**config.mk**
```make
export PLATFORM = sky130hd
export DESIGN_NAME = source_text_tokenizer_top
export DESIGN_NICKNAME = d
export VERILOG_FILES = /design/src/hdl/stt_pkg.sv /design/src/hdl/stt_front.sv /design/src/hdl/stt_queue.sv /design/src/hdl/stt_back.sv /design/src/hdl/source_text_tokenizer_top.sv
export SDC_FILE = /design/constraint.sdc
export NUM_CORES = 1
export LEC_CHECK = 0
export BUFFER_PORTS_ARGS = -buffer_cell sky130_fd_sc_hd__clkbuf_2
export CORE_MARGIN = 1
export CORE_UTILIZATION = 45
export CTS_BUF_LIST = sky130_fd_sc_hd__clkbuf_16
export DETAILED_ROUTE_END_ITERATION = 7
export PLACE_DENSITY_LB_ADDON = 0.1
export REMOVE_ABC_BUFFERS = 1
export SKIP_CTS_REPAIR_TIMING = 1
export SLEW_MARGIN = 0
export SYNTH_ARGS = -nofsm -noshare
export SYNTH_HDL_FRONTEND = slang
export SYNTH_SLANG_ARGS = --single-unit
```
**constraint.sdc**
```tcl
create_clock -name i_clk -period 7.9 [get_ports i_clk]
set_input_delay 0.395 -clock i_clk [delete_from_list [all_inputs] [get_ports i_clk]]
set_output_delay 0.395 -clock i_clk [all_outputs]
set_load 0.02 [all_outputs]
```
**src/hdl/stt_pkg.sv**
```systemverilog
// Shared types and constants for the source text tokenizer.
`default_nettype none
package stt_pkg;

    // Token kinds
    localparam logic [3:0] K_END    = 4'd0;
    localparam logic [3:0] K_IDENT  = 4'd1;
    localparam logic [3:0] K_ARROW  = 4'd2;
    localparam logic [3:0] K_FAT    = 4'd3;
    localparam logic [3:0] K_NUMBER = 4'd4;
    localparam logic [3:0] K_STRING = 4'd5;
    localparam logic [3:0] K_TRUE   = 4'd6;
    localparam logic [3:0] K_FALSE  = 4'd7;
    localparam logic [3:0] K_CHAR   = 4'd8;
    localparam logic [3:0] K_SYMBOL = 4'd9;

    localparam int FIELD_W = 24;

    // Token queue between scanner and output stage
    localparam int Q_DEPTH = 4;
    localparam int Q_PTR_W = $clog2(Q_DEPTH);
    localparam int Q_CNT_W = $clog2(Q_DEPTH + 1);

    typedef struct packed {
        logic [3:0]         kind;
        logic [FIELD_W-1:0] start;
        logic [FIELD_W-1:0] length;
        logic [FIELD_W-1:0] line;
        logic [7:0]         bval;
        logic               bad;
    } t_token;

    // All tokens caused by one text byte: tok0, then tok1 when two is set
    typedef struct packed {
        logic   two;
        t_token tok1;
        t_token tok0;
    } t_entry;

endpackage
`default_nettype wire

```
**src/hdl/stt_front.sv**
```systemverilog
// Scanner: accepts text bytes, tracks lexer state and forms token entries.
`default_nettype none
module stt_front
    import stt_pkg::*;
#(
    parameter int POSITION_BITS = 24
) (
    input  wire logic        i_clk,
    input  wire logic        i_rst_n,
    input  wire logic        i_valid,
    output logic             o_ready,
    input  wire logic [7:0]  i_byte,
    input  wire logic        i_full,
    output logic             o_push,
    output t_entry           o_entry
);

    localparam int P     = POSITION_BITS;
    localparam int EXT_W = POSITION_BITS + FIELD_W;

    localparam logic [3:0] M_IDLE    = 4'd0;
    localparam logic [3:0] M_SLASH   = 4'd1;
    localparam logic [3:0] M_COMMENT = 4'd2;
    localparam logic [3:0] M_IDENT   = 4'd3;
    localparam logic [3:0] M_STRING  = 4'd4;
    localparam logic [3:0] M_NUMBER  = 4'd5;
    localparam logic [3:0] M_MINUS   = 4'd6;
    localparam logic [3:0] M_EQUAL   = 4'd7;
    localparam logic [3:0] M_CHAR1   = 4'd8;
    localparam logic [3:0] M_CHAR2   = 4'd9;

    localparam logic [7:0] C_NUL   = 8'h00;
    localparam logic [7:0] C_TAB   = 8'h09;
    localparam logic [7:0] C_LF    = 8'h0A;
    localparam logic [7:0] C_SPACE = 8'h20;
    localparam logic [7:0] C_DQ    = 8'h22;
    localparam logic [7:0] C_SQ    = 8'h27;
    localparam logic [7:0] C_MINUS = 8'h2D;
    localparam logic [7:0] C_DOT   = 8'h2E;
    localparam logic [7:0] C_SLASH = 8'h2F;
    localparam logic [7:0] C_EQUAL = 8'h3D;
    localparam logic [7:0] C_GT    = 8'h3E;
    localparam logic [7:0] C_UNDER = 8'h5F;

    localparam logic [39:0]        W_TRUE   = 40'h0074727565;
    localparam logic [39:0]        W_FALSE  = 40'h66616C7365;
    localparam logic [FIELD_W-1:0] LINE_MAX = {FIELD_W{1'b1}};

    logic [3:0]         r_mode,   n_mode;
    logic [P-1:0]       r_pos,    n_pos;
    logic [P-1:0]       r_lex,    n_lex;
    logic [FIELD_W-1:0] r_nl,     n_nl;
    logic [39:0]        r_prefix, n_prefix;
    logic [2:0]         r_wlen,   n_wlen;
    logic               r_us,     n_us;
    logic               r_per,    n_per;
    logic               r_bad,    n_bad;
    logic [7:0]         r_held,   n_held;

    logic   again, ended, has1, has2, accept;
    t_token e1, e2;
    logic [3:0] wkind;

    function automatic logic is_alpha(input logic [7:0] b);
        return (b >= 8'h41 && b <= 8'h5A) || (b >= 8'h61 && b <= 8'h7A);
    endfunction

    function automatic logic is_digit(input logic [7:0] b);
        return b >= 8'h30 && b <= 8'h39;
    endfunction

    // Position to field width: low bits, zero extended when narrower
    function automatic logic [FIELD_W-1:0] fit(input logic [P-1:0] v);
        logic [EXT_W-1:0] tmp;
        tmp = {{FIELD_W{1'b0}}, v};
        return tmp[FIELD_W-1:0];
    endfunction

    function automatic t_token make_tok(input logic [3:0] kind, input logic [P-1:0] start,
                                        input logic [P-1:0] len, input logic [7:0] bval,
                                        input logic bad, input logic [FIELD_W-1:0] line);
        t_token t;
        t.kind   = kind;
        t.start  = fit(start);
        t.length = fit(len);
        t.line   = line;
        t.bval   = bval;
        t.bad    = bad;
        return t;
    endfunction

    assign o_ready = !i_full;
    assign accept  = i_valid && o_ready;

    always_comb begin
        if (r_wlen == 3'd4 && r_prefix == W_TRUE) begin
            wkind = K_TRUE;
        end else if (r_wlen == 3'd5 && r_prefix == W_FALSE) begin
            wkind = K_FALSE;
        end else begin
            wkind = K_IDENT;
        end
    end

    always_comb begin
        n_mode   = r_mode;
        n_pos    = P'(r_pos + 1'b1);
        n_lex    = r_lex;
        n_nl     = r_nl;
        n_prefix = r_prefix;
        n_wlen   = r_wlen;
        n_us     = r_us;
        n_per    = r_per;
        n_bad    = r_bad;
        n_held   = r_held;
        again    = 1'b0;
        ended    = 1'b0;
        has1     = 1'b0;
        has2     = 1'b0;
        e1       = '0;
        e2       = '0;

        // token in progress
        unique case (r_mode)
            M_SLASH: begin
                if (i_byte == C_SLASH) begin
                    n_mode = M_COMMENT;
                end else begin
                    has1  = 1'b1;
                    e1    = make_tok(K_SYMBOL, r_lex, P'(1), C_SLASH, 1'b0, r_nl);
                    again = 1'b1;
                end
            end
            M_COMMENT: begin
                again = (i_byte == C_NUL) || (i_byte == C_LF);
            end
            M_IDENT: begin
                if (is_alpha(i_byte) || is_digit(i_byte) || i_byte == C_UNDER) begin
                    if (r_wlen < 3'd5) begin
                        n_prefix = {r_prefix[31:0], i_byte};
                        n_wlen   = 3'(r_wlen + 1'b1);
                    end else begin
                        n_wlen = 3'd6;
                    end
                end else begin
                    has1  = 1'b1;
                    e1    = make_tok(wkind, r_lex, P'(r_pos - r_lex), 8'd0, 1'b0, r_nl);
                    again = 1'b1;
                end
            end
            M_STRING: begin
                if (i_byte == C_DQ) begin
                    has1   = 1'b1;
                    e1     = make_tok(K_STRING, r_lex, P'(r_pos - r_lex), 8'd0, 1'b0, r_nl);
                    n_mode = M_IDLE;
                end else if (i_byte == C_NUL) begin
                    has1  = 1'b1;
                    e1    = make_tok(K_STRING, r_lex, P'(r_pos - r_lex), 8'd0, 1'b1, r_nl);
                    again = 1'b1;
                end
            end
            M_NUMBER: begin
                if (i_byte == C_UNDER) begin
                    if (r_us) begin
                        n_bad = 1'b1;
                        again = 1'b1;
                    end else begin
                        n_us = 1'b1;
                    end
                end else begin
                    n_us = 1'b0;
                    if (i_byte == C_DOT) begin
                        if (r_per) begin
                            n_bad = 1'b1;
                            again = 1'b1;
                        end else begin
                            n_per = 1'b1;
                        end
                    end else if (!is_digit(i_byte)) begin
                        again = 1'b1;
                    end
                end
                if (again) begin
                    has1 = 1'b1;
                    e1   = make_tok(K_NUMBER, r_lex, P'(r_pos - r_lex), 8'd0, n_bad, r_nl);
                end
            end
            M_MINUS, M_EQUAL: begin
                if (i_byte == C_GT) begin
                    has1   = 1'b1;
                    e1     = make_tok((r_mode == M_MINUS) ? K_ARROW : K_FAT, r_lex, P'(2),
                                      8'd0, 1'b0, r_nl);
                    n_mode = M_IDLE;
                end else begin
                    has1  = 1'b1;
                    e1    = make_tok(K_SYMBOL, r_lex, P'(1),
                                     (r_mode == M_MINUS) ? C_MINUS : C_EQUAL, 1'b0, r_nl);
                    again = 1'b1;
                end
            end
            M_CHAR1: begin
                if (i_byte == C_NUL) begin
                    again = 1'b1;
                end else begin
                    n_held = i_byte;
                    n_mode = M_CHAR2;
                end
            end
            M_CHAR2: begin
                if (i_byte == C_SQ) begin
                    has1   = 1'b1;
                    e1     = make_tok(K_CHAR, r_lex, P'(1), r_held, 1'b0, r_nl);
                    n_mode = M_IDLE;
                end else begin
                    again = 1'b1;
                end
            end
            default: begin
                again = 1'b1;
            end
        endcase

        // byte scanned afresh, as between tokens
        if (again) begin
            n_mode = M_IDLE;
            priority if (i_byte == C_SPACE || i_byte == C_TAB) begin
                n_mode = M_IDLE;
            end else if (i_byte == C_LF) begin
                if (r_nl != LINE_MAX) begin
                    n_nl = FIELD_W'(r_nl + 1'b1);
                end
            end else if (i_byte == C_NUL) begin
                has2  = 1'b1;
                e2    = make_tok(K_END, r_pos, '0, 8'd0, 1'b0, r_nl);
                ended = 1'b1;
            end else begin
                n_lex = r_pos;
                priority if (i_byte == C_SLASH) begin
                    n_mode = M_SLASH;
                end else if (is_alpha(i_byte)) begin
                    n_mode   = M_IDENT;
                    n_prefix = {32'd0, i_byte};
                    n_wlen   = 3'd1;
                end else if (i_byte == C_DQ) begin
                    n_mode = M_STRING;
                    n_lex  = P'(r_pos + 1'b1);
                end else if (is_digit(i_byte)) begin
                    n_mode = M_NUMBER;
                    n_us   = 1'b0;
                    n_per  = 1'b0;
                    n_bad  = 1'b0;
                end else if (i_byte == C_MINUS) begin
                    n_mode = M_MINUS;
                end else if (i_byte == C_EQUAL) begin
                    n_mode = M_EQUAL;
                end else if (i_byte == C_SQ) begin
                    n_mode = M_CHAR1;
                    n_lex  = P'(r_pos + 1'b1);
                end else begin
                    has2 = 1'b1;
                    e2   = make_tok(K_SYMBOL, r_pos, P'(1), i_byte, 1'b0, r_nl);
                end
            end
        end

        // end of text returns everything to reset values
        if (ended) begin
            n_mode   = M_IDLE;
            n_pos    = '0;
            n_lex    = '0;
            n_nl     = '0;
            n_prefix = '0;
            n_wlen   = '0;
            n_us     = 1'b0;
            n_per    = 1'b0;
            n_bad    = 1'b0;
            n_held   = '0;
        end
    end

    always_comb begin
        o_push       = accept && (has1 || has2);
        o_entry.two  = has1 && has2;
        o_entry.tok0 = has1 ? e1 : e2;
        o_entry.tok1 = e2;
    end

    always_ff @(posedge i_clk) begin
        if (!i_rst_n) begin
            r_mode   <= M_IDLE;
            r_pos    <= '0;
            r_lex    <= '0;
            r_nl     <= '0;
            r_prefix <= '0;
            r_wlen   <= '0;
            r_us     <= 1'b0;
            r_per    <= 1'b0;
            r_bad    <= 1'b0;
            r_held   <= '0;
        end else if (accept) begin
            r_mode   <= n_mode;
            r_pos    <= n_pos;
            r_lex    <= n_lex;
            r_nl     <= n_nl;
            r_prefix <= n_prefix;
            r_wlen   <= n_wlen;
            r_us     <= n_us;
            r_per    <= n_per;
            r_bad    <= n_bad;
            r_held   <= n_held;
        end
    end

endmodule
`default_nettype wire

```
**src/hdl/stt_queue.sv**
```systemverilog
// Short queue of token entries between scanner and output stage.
`default_nettype none
module stt_queue
    import stt_pkg::*;
(
    input  wire logic   i_clk,
    input  wire logic   i_rst_n,
    input  wire logic   i_push,
    input  wire t_entry i_entry,
    input  wire logic   i_pop,
    output t_entry      o_entry,
    output logic        o_full,
    output logic        o_empty
);

    localparam logic [Q_PTR_W-1:0] PTR_LAST = Q_PTR_W'(Q_DEPTH - 1);
    localparam logic [Q_CNT_W-1:0] CNT_FULL = Q_CNT_W'(Q_DEPTH);

    t_entry              r_slot [Q_DEPTH];
    logic [Q_PTR_W-1:0]  r_wr, r_rd;
    logic [Q_CNT_W-1:0]  r_cnt;

    assign o_full  = (r_cnt == CNT_FULL);
    assign o_empty = (r_cnt == '0);
    assign o_entry = r_slot[r_rd];

    always_ff @(posedge i_clk) begin
        if (i_push) begin
            r_slot[r_wr] <= i_entry;
        end
    end

    always_ff @(posedge i_clk) begin
        if (!i_rst_n) begin
            r_wr  <= '0;
            r_rd  <= '0;
            r_cnt <= '0;
        end else begin
            if (i_push) begin
                r_wr <= (r_wr == PTR_LAST) ? '0 : Q_PTR_W'(r_wr + 1'b1);
            end
            if (i_pop) begin
                r_rd <= (r_rd == PTR_LAST) ? '0 : Q_PTR_W'(r_rd + 1'b1);
            end
            if (i_push && !i_pop) begin
                r_cnt <= Q_CNT_W'(r_cnt + 1'b1);
            end else if (i_pop && !i_push) begin
                r_cnt <= Q_CNT_W'(r_cnt - 1'b1);
            end
        end
    end

endmodule
`default_nettype wire

```
**src/hdl/stt_back.sv**
```systemverilog
// Output stage: unpacks queue entries into single tokens in an output register.
`default_nettype none
module stt_back
    import stt_pkg::*;
(
    input  wire logic   i_clk,
    input  wire logic   i_rst_n,
    input  wire t_entry i_entry,
    input  wire logic   i_empty,
    output logic        o_pop,
    output logic        o_valid,
    input  wire logic   i_ready,
    output t_token      o_tok,
    output logic        o_last
);

    logic   r_valid;
    logic   r_sel;
    logic   r_last;
    t_token r_tok;
    logic   out_free, load, head_last;

    assign out_free  = !r_valid || i_ready;
    assign load      = out_free && !i_empty;
    assign head_last = !i_entry.two || r_sel;
    assign o_pop     = load && head_last;

    assign o_valid = r_valid;
    assign o_tok   = r_tok;
    assign o_last  = r_last;

    always_ff @(posedge i_clk) begin
        if (load) begin
            r_tok  <= r_sel ? i_entry.tok1 : i_entry.tok0;
            r_last <= head_last;
        end
    end

    always_ff @(posedge i_clk) begin
        if (!i_rst_n) begin
            r_valid <= 1'b0;
            r_sel   <= 1'b0;
        end else if (out_free) begin
            r_valid <= !i_empty;
            if (load) begin
                r_sel <= !head_last;
            end
        end
    end

endmodule
`default_nettype wire

```
**src/hdl/source_text_tokenizer_top.sv**
```systemverilog
// Top level of the source text tokenizer: scanner, token queue and output stage.
`default_nettype none
// Source text enters one byte per word on the slave stream; a zero byte ends
// the text, emits the end token and returns the scanner to its reset state.
// The scanner takes a byte every cycle while its queue has room and turns it
// into zero, one or two tokens (a token that needs lookahead is reported on
// the byte after it, and that byte may start or be a token of its own).
// Tokens leave on the master stream one per word, through the token queue and
// the output register, with tlast set on the final token of that byte. The
// sustained rate is one byte per cycle while the master stream is ready; it is
// set by the output register, which moves one token per cycle, so a byte that
// yields two tokens takes two output words; the four-entry queue absorbs bursts.
// Positions count modulo 2^POSITION_BITS and are reported in 24 bits; the
// line count saturates at 2^24-1.
module source_text_tokenizer_top
    import stt_pkg::*;
#(
    parameter int POSITION_BITS = 24
) (
    input  wire logic        i_clk,
    input  wire logic        i_rst_n,
    input  wire logic        s_axis_tvalid,
    output logic             s_axis_tready,
    input  wire logic [7:0]  s_axis_tdata,   // [7:0] text_byte
    output logic             m_axis_tvalid,
    input  wire logic        m_axis_tready,
    output logic [79:0]      m_axis_tdata,   // [23:0] token_start, [47:24] token_length,
                                             // [71:48] token_line, [79:72] byte_value
    output logic [4:0]       m_axis_tuser,   // [3:0] token_kind, [4] malformed
    output logic             m_axis_tlast    // last token caused by one text byte
);

    logic   w_push, w_pop, w_full, w_empty;
    t_entry w_in_entry, w_head;
    t_token w_tok;

    stt_front #(
        .POSITION_BITS(POSITION_BITS)
    ) u_front (
        .i_clk   (i_clk),
        .i_rst_n (i_rst_n),
        .i_valid (s_axis_tvalid),
        .o_ready (s_axis_tready),
        .i_byte  (s_axis_tdata),
        .i_full  (w_full),
        .o_push  (w_push),
        .o_entry (w_in_entry)
    );

    // one entry per byte that produced tokens
    stt_queue u_queue (
        .i_clk   (i_clk),
        .i_rst_n (i_rst_n),
        .i_push  (w_push),
        .i_entry (w_in_entry),
        .i_pop   (w_pop),
        .o_entry (w_head),
        .o_full  (w_full),
        .o_empty (w_empty)
    );

    stt_back u_back (
        .i_clk   (i_clk),
        .i_rst_n (i_rst_n),
        .i_entry (w_head),
        .i_empty (w_empty),
        .o_pop   (w_pop),
        .o_valid (m_axis_tvalid),
        .i_ready (m_axis_tready),
        .o_tok   (w_tok),
        .o_last  (m_axis_tlast)
    );

    assign m_axis_tdata = {w_tok.bval, w_tok.line, w_tok.length, w_tok.start};
    assign m_axis_tuser = {w_tok.bad, w_tok.kind};

    // no push into a full queue
    a_no_overflow: assert property (@(posedge i_clk) disable iff (!i_rst_n)
        w_push |-> !w_full)
        else $error("token queue written while full");

    // no pop from an empty queue
    a_no_underflow: assert property (@(posedge i_clk) disable iff (!i_rst_n)
        w_pop |-> !w_empty)
        else $error("token queue read while empty");

    // the end token is always the final token of its byte
    a_end_is_last: assert property (@(posedge i_clk) disable iff (!i_rst_n)
        (m_axis_tvalid && m_axis_tuser[3:0] == K_END) |-> m_axis_tlast)
        else $error("end token without tlast");

    // reset empties the output register
    a_reset_clears: assert property (@(posedge i_clk)
        !i_rst_n |=> !m_axis_tvalid)
        else $error("output valid right after reset");

endmodule
`default_nettype wire
```
---- After elaboration in Yosys (flattened, before gate mapping) ----
Memory sizes are Yosys's and may differ from the RTL's. A register that Yosys moved wholly into a read port is not among the register bits.
Index checks and enable logic that the tools add are counted.
cells by class
  $add $sub $neg .......................... 8
  multiply operators ...................... 0
  divide/modulo/power cells ............... 0
  order comparisons ....................... 7
  eq/ne operators ......................... 36
  shift operators ......................... 0
  mux-type cells .......................... 159
  bitwise operators ....................... 0
  reductions and logical operators ........ 41
operators with widths
  kind                     count
  $mux W85                 18
  $pmux W85 S6             1
  $mux W24                 18
  $mux W40                 10
  $mux W84                 2
  $mux W4                  18
  $mux W1                  68
  $eq A8 B6 Y1 const B     8
  $add A24 B1 Y24 const B  2
  $eq A40 B31 Y1 const B   1
  $eq A40 B39 Y1 const B   1
  $mux W3                  13
  $mux W8                  3
  $ne A24 B24 Y1 const B   1
  $sub A24 B24 Y24         1
  $pmux W4 S5              1
  $eq A4 B3 Y1 const B     4
  $eq A8 B4 Y1 const B     2
  $ge A8 B7 Y1 const B     2
  $le A8 B7 Y1 const B     2
  $ne A4 B1 Y1 const B     4
  $logic_and A1 B1 Y1      12
  $reduce_and A5 Y1        2
  $reduce_bool A2 Y1       5
  27 further kinds         52
word-level totals
  register bits after elaboration ......... 225
  latch bits .............................. 0
  bits in writable memories ............... 684
  memory bits (read-only) ................. 0
  output and inout bits ................... 88
  word-level logic and storage cells ...... 274
  memories ................................ 1
memory list
  name            words  width  rd ports  clocked after Yosys merged registers in  write ports  line             text
  u_queue.r_slot  4      171    1         1                                        1            stt_queue.sv:19  t_entry r_slot [Q_DEPTH];

---- Logic depth before layout (Yosys ltp) ----
Gate-level depths: netlist (run 1).
  depth after elaboration ................. 18
  gate-level depth with buffers ........... 15
  gate-level depth less buffers ........... 12

---- Hierarchy ----
Synthesis (run 1) repeated with hierarchy kept, for this count alone.
unflattened totals
  cell total of the unflattened synthesis .. 2375
  area total of the unflattened synthesis .. 38265.4 um2
modules (own cells, without submodules)
  module     instances  cells each  area each (um2)  seq. area each (um2)
  stt_queue  1          937         25097.8          20719.9
  stt_front  1          1245        9344.0           2602.5
  stt_back   1          193         3823.7           2622.5

---- Worst setup path after synthesis (run 1) ----
OpenSTA, ideal clock, no wires.
  path kind ............................... reg2reg
  start ................................... reg u_queue.r_cnt[0]
  end ..................................... reg u_queue.r_cnt[2]
  library setup time ...................... 71 ps
  arrival time ............................ 6258 ps
  required time ........................... 7829 ps
  slack ................................... 1572 ps
  cell stages (with the launch flop) ...... 11
  buffers on the path ..................... 0
  path through ............................ dfxtp_1 > nor3_1 > a21oi_1 > and2_1 > inv_1 > ha_1 > inv_1 > fa_1 > xor2_1 > or3_1 > a21oi_1
on the way
  cells in the longest elaborated chain, start to end .. 7
  elaborated cells on any way between the ends .. 17
  classes of those cells .................. 2 x add/sub; 1 x eq/ne; 2 x mux; 12 x reduce/logical
ends and longest elaborated chain
  element                                        line             text
  start: declaration                             stt_queue.sv:21  logic [Q_CNT_W-1:0] r_cnt;
  start signal: assignment                       stt_queue.sv:46  r_cnt <= Q_CNT_W'(r_cnt + 1'b1);
  start signal: assignment                       stt_queue.sv:48  r_cnt <= Q_CNT_W'(r_cnt - 1'b1);
  $logic_not A3 Y1 (*)                           stt_queue.sv:24  assign o_empty = (r_cnt == '0);
  $logic_not A1 Y1 (*)                           stt_back.sv:24   assign load = out_free && !i_empty;
  $logic_and A1 B1 Y1 (*)                        stt_back.sv:24
  named net u_back.load                          stt_back.sv:21   logic out_free, load, head_last;
  $logic_and A1 B1 Y1 (*)                        stt_back.sv:26   assign o_pop = load && head_last;
  $logic_not A1 Y1                               stt_queue.sv:45  if (i_push && !i_pop) begin
  $logic_and A1 B1 Y1                            stt_queue.sv:45
  $mux W3 or $reduce_bool A2 Y1 (tied branches)  n/a
Mark *: on every way through the listed nets, which the timed path passes. The rest lies on a longest branch. The select of a mux whose other input is x is not followed.
A chain may end at the register's enable or synchronous reset.

---- Final worst setup path (run 1) ----
  start ................................... reg u_front.r_mode[1]
  end ..................................... mem u_queue.r_slot[2][99] in the netlist's numbering, enable pin
on the way
  cells in the longest elaborated chain, start to end .. 8
  elaborated cells on any way between the ends .. 17
  classes of those cells .................. 9 x eq/ne; 5 x mux; 3 x reduce/logical
ends and longest elaborated chain
  element                            line              text
  start: declaration                 stt_front.sv:49   logic [3:0] r_mode, n_mode;
  start signal: assignment           stt_front.sv:301  r_mode <= n_mode;
  $eq A4 B3 Y1                       stt_front.sv:124  unique case (r_mode)
  $reduce_or A2 Y1                   stt_front.sv:124
  $pmux W1 S8                        stt_front.sv:124
  $mux W1                            stt_front.sv:224  if (again) begin
  $logic_or A1 B1 Y1 (*)             stt_front.sv:282  o_push = accept && (has1 || has2);
  $logic_and A1 B1 Y1 (*)            stt_front.sv:282
  named net u_front.o_push           stt_front.sv:14   output logic o_push,
  $mux W1 (*)                        stt_queue.sv:28   if (i_push) begin
  $mux W1 (not written as such) (*)  stt_queue.sv:29   r_slot[r_wr] <= i_entry;
  end: declaration                   stt_queue.sv:19
Mark *: on every way through the listed nets, which the timed path passes. The rest lies on a longest branch.

==> qor.csv, run 1 <==
metric,value,unit
dieArea,75200,sq um
routed_wl,76700,um
max_slew_margin,0.0824,
drive_above_1_share,0.220,
internal-power,8850,uW
switchingPower,3470,uW
powerDensity,327,nW/um^2
syn_inst,2123,
synthMuxAreaShare,0.122,
clk_pin_slew,0.06,ns
start_kind,flip-flop,
die_w,274,um
hpwl,46800,um
leakage,0.0126,uW
synthTopCellsByArea,"edfxtp_1 (59%), mux4_2 (9.7%), dfxtp_1 (8.5%), mux2_2 (2.1%), ha_1 (1.3%)",
cts_buffer_depth,3,
drt_first_pass_iters,8,
crit_arrival,4.97,ns
finalPower,12300,uW
syn2layout_area_growth,13.1,%
ys_types,86,
max_freq,212,MHz
end_kind,flip-flop,
cts_buffers,84,
synthSimpleGateAreaFrac,0.0854,
core_area,73100,sq um
num_rows,99,
ys_warn_count,0,
worstSetupPathType,flip-flop to flip-flop,
swShare,0.282,
async_reset_ff_frac,0,
yosysMostFrequentCell,edfxtp_1,
worstMarginPinSlew,1.37,ns
wl_per_cell,23.6,um
yosys.area.top_type,edfxtp_1,
antenna_left,0,
drv_slew,0,
tritoncts,done,
synth_top_area_frac,0.593,
hold_ws,0.0955,ns
hold_viol_final,0,
cts_htree_levels,3,
vias_per_cell,5.79,
power_frac_clock,0.323,
routed-via-count,18800,
fin_nets,2273,
root_buffer,clkbuf_16,
numPortBuffers,99,
synth-edff-count,658,
drv_cap,0,
route.detailed.drc,11,
fin_crit,4.72,ns
drt_iter0_drc,1435,
grt_max_degree,119,
fin_crit_sh,0.598,
antenna_found_initial,0,
synth-main-ff-cell,edfxtp_1,
grt_pass1_wl,116000,um
clkLatencyLatePin,0.63,ns
ys_seq_area_frac,0.677,
violations,DRC,
grt.overflow.total,0,
synth_top_family_by_area,multiplexers,
skew,0.0177,ns
grt_pass1_vias,19200,
die_y,274,um
gp_congestion,0.868,
syn_area_per_cell,15.7,sq um
outcome,finished with violations,
setup_viol,0,
ys_ff_latch,799,
floorplan.initialDensity,0.456,
antennaDiodeCount,0,
pwr-share-comb,0.225,
post_synth_fa_ha_maj_area_fraction,0.0143,
synth_commonest_cells,"edfxtp_1 (658), mux4_2 (143), dfxtp_1 (141), nor2_1 (111), nand2_1 (90)",
vdd_drop_max,170,uV
seqPwrFrac,0.452,
netlist_area,33300,sq um
synth-compound-area-share,0.0661,
grt_use_total,0.206,
cts_sinks,799,
worstPathMaxFanout,101,
synth_xor_area_frac,0.0121,
min_path_type,input port to flip-flop,
cp.required,8.15,ns
rsz0062_at_grt,no,
io_pins,100,
==> critical path: stages, from the launching register on <==
cell       delay (ns)
dfxtp_1          0.57
inv_2            0.13
nor4_2           0.53
o2111ai_2        0.30
nor4b_4          0.25
a21o_2           0.47
o32ai_2          0.69
and2_4           0.71
buf_12           0.56
==> state kept, by name, summed over array words and instances (netlist names), 2 cells and up, named ones only <==
register,count
u_back.o_tok,85
u_queue.r_cnt,3
u_front.r_mode,4
u_front.r_nl,24
u_queue.r_rd,2
u_front.r_lex,24
u_front.r_wlen,3
u_queue.r_wr,2
u_front.r_prefix,40
u_front.r_held,8
u_front.r_pos,24
u_queue.r_slot,572
==> layout by cell type, fill, tap and decap left out, drive strengths merged, types with 9 or more instances in the layout <==
master / netlist / layout
edfxtp: 658 / 658
clkbuf: 64 / 187
mux4: 143 / 143
dfxtp: 141 / 141
nor2: 111 / 111
nand2: 90 / 90
inv: 67 / 81
a21oi: 72 / 72
o21ai: 63 / 63
mux2: 62 / 62
nor2b: 54 / 54
and3: 45 / 45
nand3: 41 / 41
xnor2: 39 / 39
nor3: 39 / 39
nand4: 38 / 38
clkinv: 0 / 38
a22o: 35 / 35
ha: 35 / 35
buf: 51 / 31
o2bb2ai: 24 / 24
nand2b: 20 / 20
or3: 17 / 17
or4: 17 / 17
mux2i: 16 / 16
o31ai: 16 / 16
and2: 16 / 16
a211oi: 14 / 14
bufinv: 0 / 11
nor4: 11 / 11
o21a: 9 / 9
o211ai: 9 / 9
==> final timing paths <==
path	endpoint	cells after the start	startpoint	slack, ns
worst min-delay path	u_back.o_valid	4	m_axis_tready	0.1
worst max-delay path	u_queue.r_slot[2][99]	8	u_front.r_mode[1]	3.18
worst min register to register	u_front.r_lex[10]	1	u_front.r_lex[10]	0.46
worst max register to register	u_queue.r_slot[2][99]	8	u_front.r_mode[1]	3.18
==> power groups by stage <==
| stage | registers (uW) | clock network, uW | logic [uW] |
|---|---|---|---|
| global route | 5630 | 4230 | 3000 |
| CTS | 5580 | 4070 | 2860 |
| detailed placement | 5670 | 0 | 2850 |
| finish | 5570 | 3980 | 2770 |
| floorplan | 6140 | 0 | 1650 |
| global placement | 5640 | 0 | 2850 |
==> logic make-up (layout without fill, tap and decap cells) <==
kind of cell / count (synthesis) / after routing
and+or+nand+nor: 526 / 526
AOI/OAI and AO/OA: 312 / 312
adders and majority gates: 37 / 37
xor gates and xnor gates: 46 / 46
muxes: 221 / 221
DFF: 799 / 799
buffers and inverters: 182 / 351
==> stage by stage <==
step	instances	util	setup WS, ns	setup TNS (ns)	cell area, sq um
global placement	3097	0.477	2.99	0	34900
finish	3251	0.516	3.18	0	37700
global route	3251	0.516	2.85	0	37700
detailed placement	3097	0.477	3.01	0	34900
CTS	3251	0.516	3.07	0	37700
floorplan	2008	-	-0.267	-0.267	32800
==> metal layers <==
layer | vias up | wire [um] | track usage
met5 | - | 0 | 0
met2 | 392 | 39100 | 0.353
met1 | 9797 | 33600 | 0.276
met3 | 77 | 2890 | 0.0305
li1 | 8573 | - | -
met4 | 0 | 1120 | 0.0497
==> area by class of cell <==
| cell class | count | area (sq um) |
|---|---|---|
| Fill cell | 6083 | 35400 |
| Sequential cell | 799 | 22600 |
| Multi-Input combinational cell | 1142 | 10100 |
| Clock buffer | 88 | 2200 |
| Tap cell | 959 | 1200 |
| Timing Repair Buffer | 130 | 778 |
| Clock inverter | 66 | 609 |
| Inverter | 67 | 251 |
Power figures use the tool's default switching activity.
==> run 2, diff against run 1 <==
==> constraint.sdc (replaced) <==
create_clock -name i_clk -period 4.3 [get_ports i_clk]
set_input_delay 0.215 -clock i_clk [delete_from_list [all_inputs] [get_ports i_clk]]
set_output_delay 0.215 -clock i_clk [all_outputs]
set_load 0.02 [all_outputs]
==> run 2 against run 1 <==
- the flow still finishes with violations (DRC)
- sequential cell count is the same
- sequential power is 81% higher
- via count is essentially flat
- critical path type unchanged
- hold slack worse by 0.093 ns
- largest power group unchanged
==> qor.csv, run 2 (synthesized netlist as in run 1, its figures left out) <==
metric,value,unit,change
timing.rr.start,u_front.r_mode[1],,
min_path_type,input port to flip-flop,,
leakage,0.0127,uW,+1.3%
crit_arrival,4.47,ns,-0.50 ns
worstSetupPathType,flip-flop to flip-flop,,
cp.depth,8,,unchanged
drive_above_1_share,0.223,,+0.00280
reg2reg_slack,0.39,ns,-2.78 ns
drv_cap,0,,unchanged
final_core_util,0.520,,+0.00438
cp.required,4.86,ns,-3.29 ns
crit_chain,inv_2 -> nor4_2 -> o2111ai_2 -> nor4b_4 -> a211oi_2 -> nand3_1 -> buf_12 -> o2bb2ai_1,,
clk_pin_slew,0.06,ns,about the same
die_w,274,um,unchanged
drt_iter0_drc,1258,,-12%
cts_sinks,799,,unchanged
vdd_drop_max,419,uV,+150%
drv_slew,0,,unchanged
num_rows,99,,unchanged
core_area,73100,sq um,unchanged
top_usage_layer,met2,,
fin_crit_sh,0.909,,+0.311
worstMarginPinSlew,1.04,ns,-0.338 ns
violations,DRC,,
grtUsageMet3,0.0279,,-0.00254
crit_start,u_front.r_mode[1],,
power_frac_clock,0.325,,+0.002
swShare,0.282,,about the same
largest-register,u_queue.r_slot,,
routed_wl,76800,um,about the same
grt_pass1_vias,19400,,+1.3%
end_kind,flip-flop,,
slowest_delay,0.90,ns,+0.19 ns
crit_family,simple AND/OR/NAND/NOR gates,,
largest_register_ffs,572,,unchanged
internal-power,16300,uW,+85%
use_met1,0.275,,-0.000902
floorplan.initialDensity,0.456,,unchanged
grt_pass1_wl,117000,um,+0.92%
routed-via-count,18800,,-0.027%
fin_crit,3.91,ns,-0.817 ns
critPathCapture,u_front.r_lex[8],,
io_pins,100,,unchanged
seqPwrFrac,0.446,,-0.006
met2_usage,0.357,,+0.00412
skew,0.0217,ns,+0.00401 ns
hold_viol_final,0,,unchanged
pwr-share-comb,0.230,,+0.005
root_buffer,clkbuf_16,,
max_freq,256,MHz,+21%
final_common_cell,edfxtp_1,,
route.detailed.drc,10,,-1
cts_buffer_depth,3,,unchanged
numPortBuffers,99,,unchanged
fin_nets,2294,,+0.92%
syn2layout_area_growth,14.1,%,
r2r_end,u_front.r_lex[8],,
die_y,274,um,unchanged
antennaDiodeCount,0,,unchanged
most-common-layout-cells,"edfxtp_1 (658), mux4_2 (143), dfxtp_1 (138), nor2_1 (111), clkbuf_2 (99)",,
rsz0062_at_grt,no,,
worstPathMaxFanout,14,,-86%
dp_cells,3114,,+0.55%
reg2regPathDepth,8,,unchanged
path_buf_inv,2,,unchanged
drt_first_pass_iters,8,,unchanged
instances_no_fill,3276,,+0.77%
grt_max_degree,88,,-26%
fillers,6057,,-0.43%
powerDensity,599,nW/um^2,+83%
grt_use_total,0.207,,+0.00140
seq_area,22600,sq um,unchanged
clkLatencyLatePin,0.63,ns,about the same
start_kind,flip-flop,,
outcome,finished with violations,,
setup_viol,0,,unchanged
cts_htree_levels,3,,unchanged
multi_input_area,10100,sq um,about the same
dieArea,75200,sq um,unchanged
hpwl,46600,um,-0.45%
tritoncts,done,,
switchingPower,6410,uW,+85%
gp_congestion,0.865,,-0.38%
grt.overflow.total,0,,unchanged
antenna_found_initial,0,,unchanged
min_from,s_axis_tdata[7],,
antenna_left,0,,unchanged
cts_buffers,87,,+3.6%
vias_per_cell,5.75,,-0.79%
wl_per_cell,23.4,um,-0.68%
max_slew_margin,0.308,,+0.226
slowest_stage,a211oi_2,,
[run 2: worst min path at each step]
stage	cells past startpoint	endpoint	slack, ns
finish	3	u_front.r_held[7]	0.002
global route	3	u_front.r_held[6]	0.02
CTS	4	u_back.o_valid	-0.12
detailed placement	1	u_front.r_lex[17]	0.45
global placement	1	u_front.r_lex[5]	0.44
floorplan	1	u_front.r_wlen[0]	0.33
[run 2: per-layer routing]
layer	part of all wire	wire length, um
met1	0.44	33800
met2	0.50	38700
met3	0.037	2880
met4	0.017	1330
met5	0	0
[run 2: worst register-to-register path, delay by kind of cell (launching register included)]
kind	cells	cell delay [ns]
flip-flops	1	0.57
buffers and inverters	2	0.51
AND/OR/NAND/NOR	3	1.42
AO/OA/AOI/OAI	3	1.34
[run 2: cell type report]
| type | count | share of cell area |
|---|---|---|
| Clock buffer | 92 | 0.0605 |
| Clock inverter | 69 | 0.0148 |
| Inverter | 67 | 0.00661 |
| Multi-Input combinational cell | 1142 | 0.265 |
| Sequential cell | 799 | 0.594 |
| Tap cell | 959 | 0.0316 |
| Timing Repair Buffer | 148 | 0.0277 |
[run 2: power groups by stage]
| stage | Clock, uW | Combinational [uW] | Sequential, uW |
|---|---|---|---|
| floorplan | 0 | 2810 | 11200 |
| CTS | 7590 | 5390 | 10200 |
| global placement | 0 | 5380 | 10300 |
| global route | 7880 | 5670 | 10300 |
| finish | 7400 | 5220 | 10100 |
| detailed placement | 0 | 5370 | 10300 |
[run 2: per-stage QoR]
| step | total power (uW) | instance area, sq um | setup TNS [ns] | hold slack, ns | worst slack, ns |
|---|---|---|---|---|---|
| finish | 22800 | 38000 | 0 | 0.00213 | 0.392 |
| global route | 23800 | 38000 | 0 | 0.0171 | 0.106 |
| CTS | 23100 | 38000 | 0 | -0.122 | 0.398 |
| detailed placement | 15700 | 35200 | 0 | 0.447 | 0.454 |
| global placement | 15700 | 35200 | 0 | 0.444 | 0.567 |
| floorplan | 14000 | 32800 | -1983.17 | 0.333 | -3.87 |
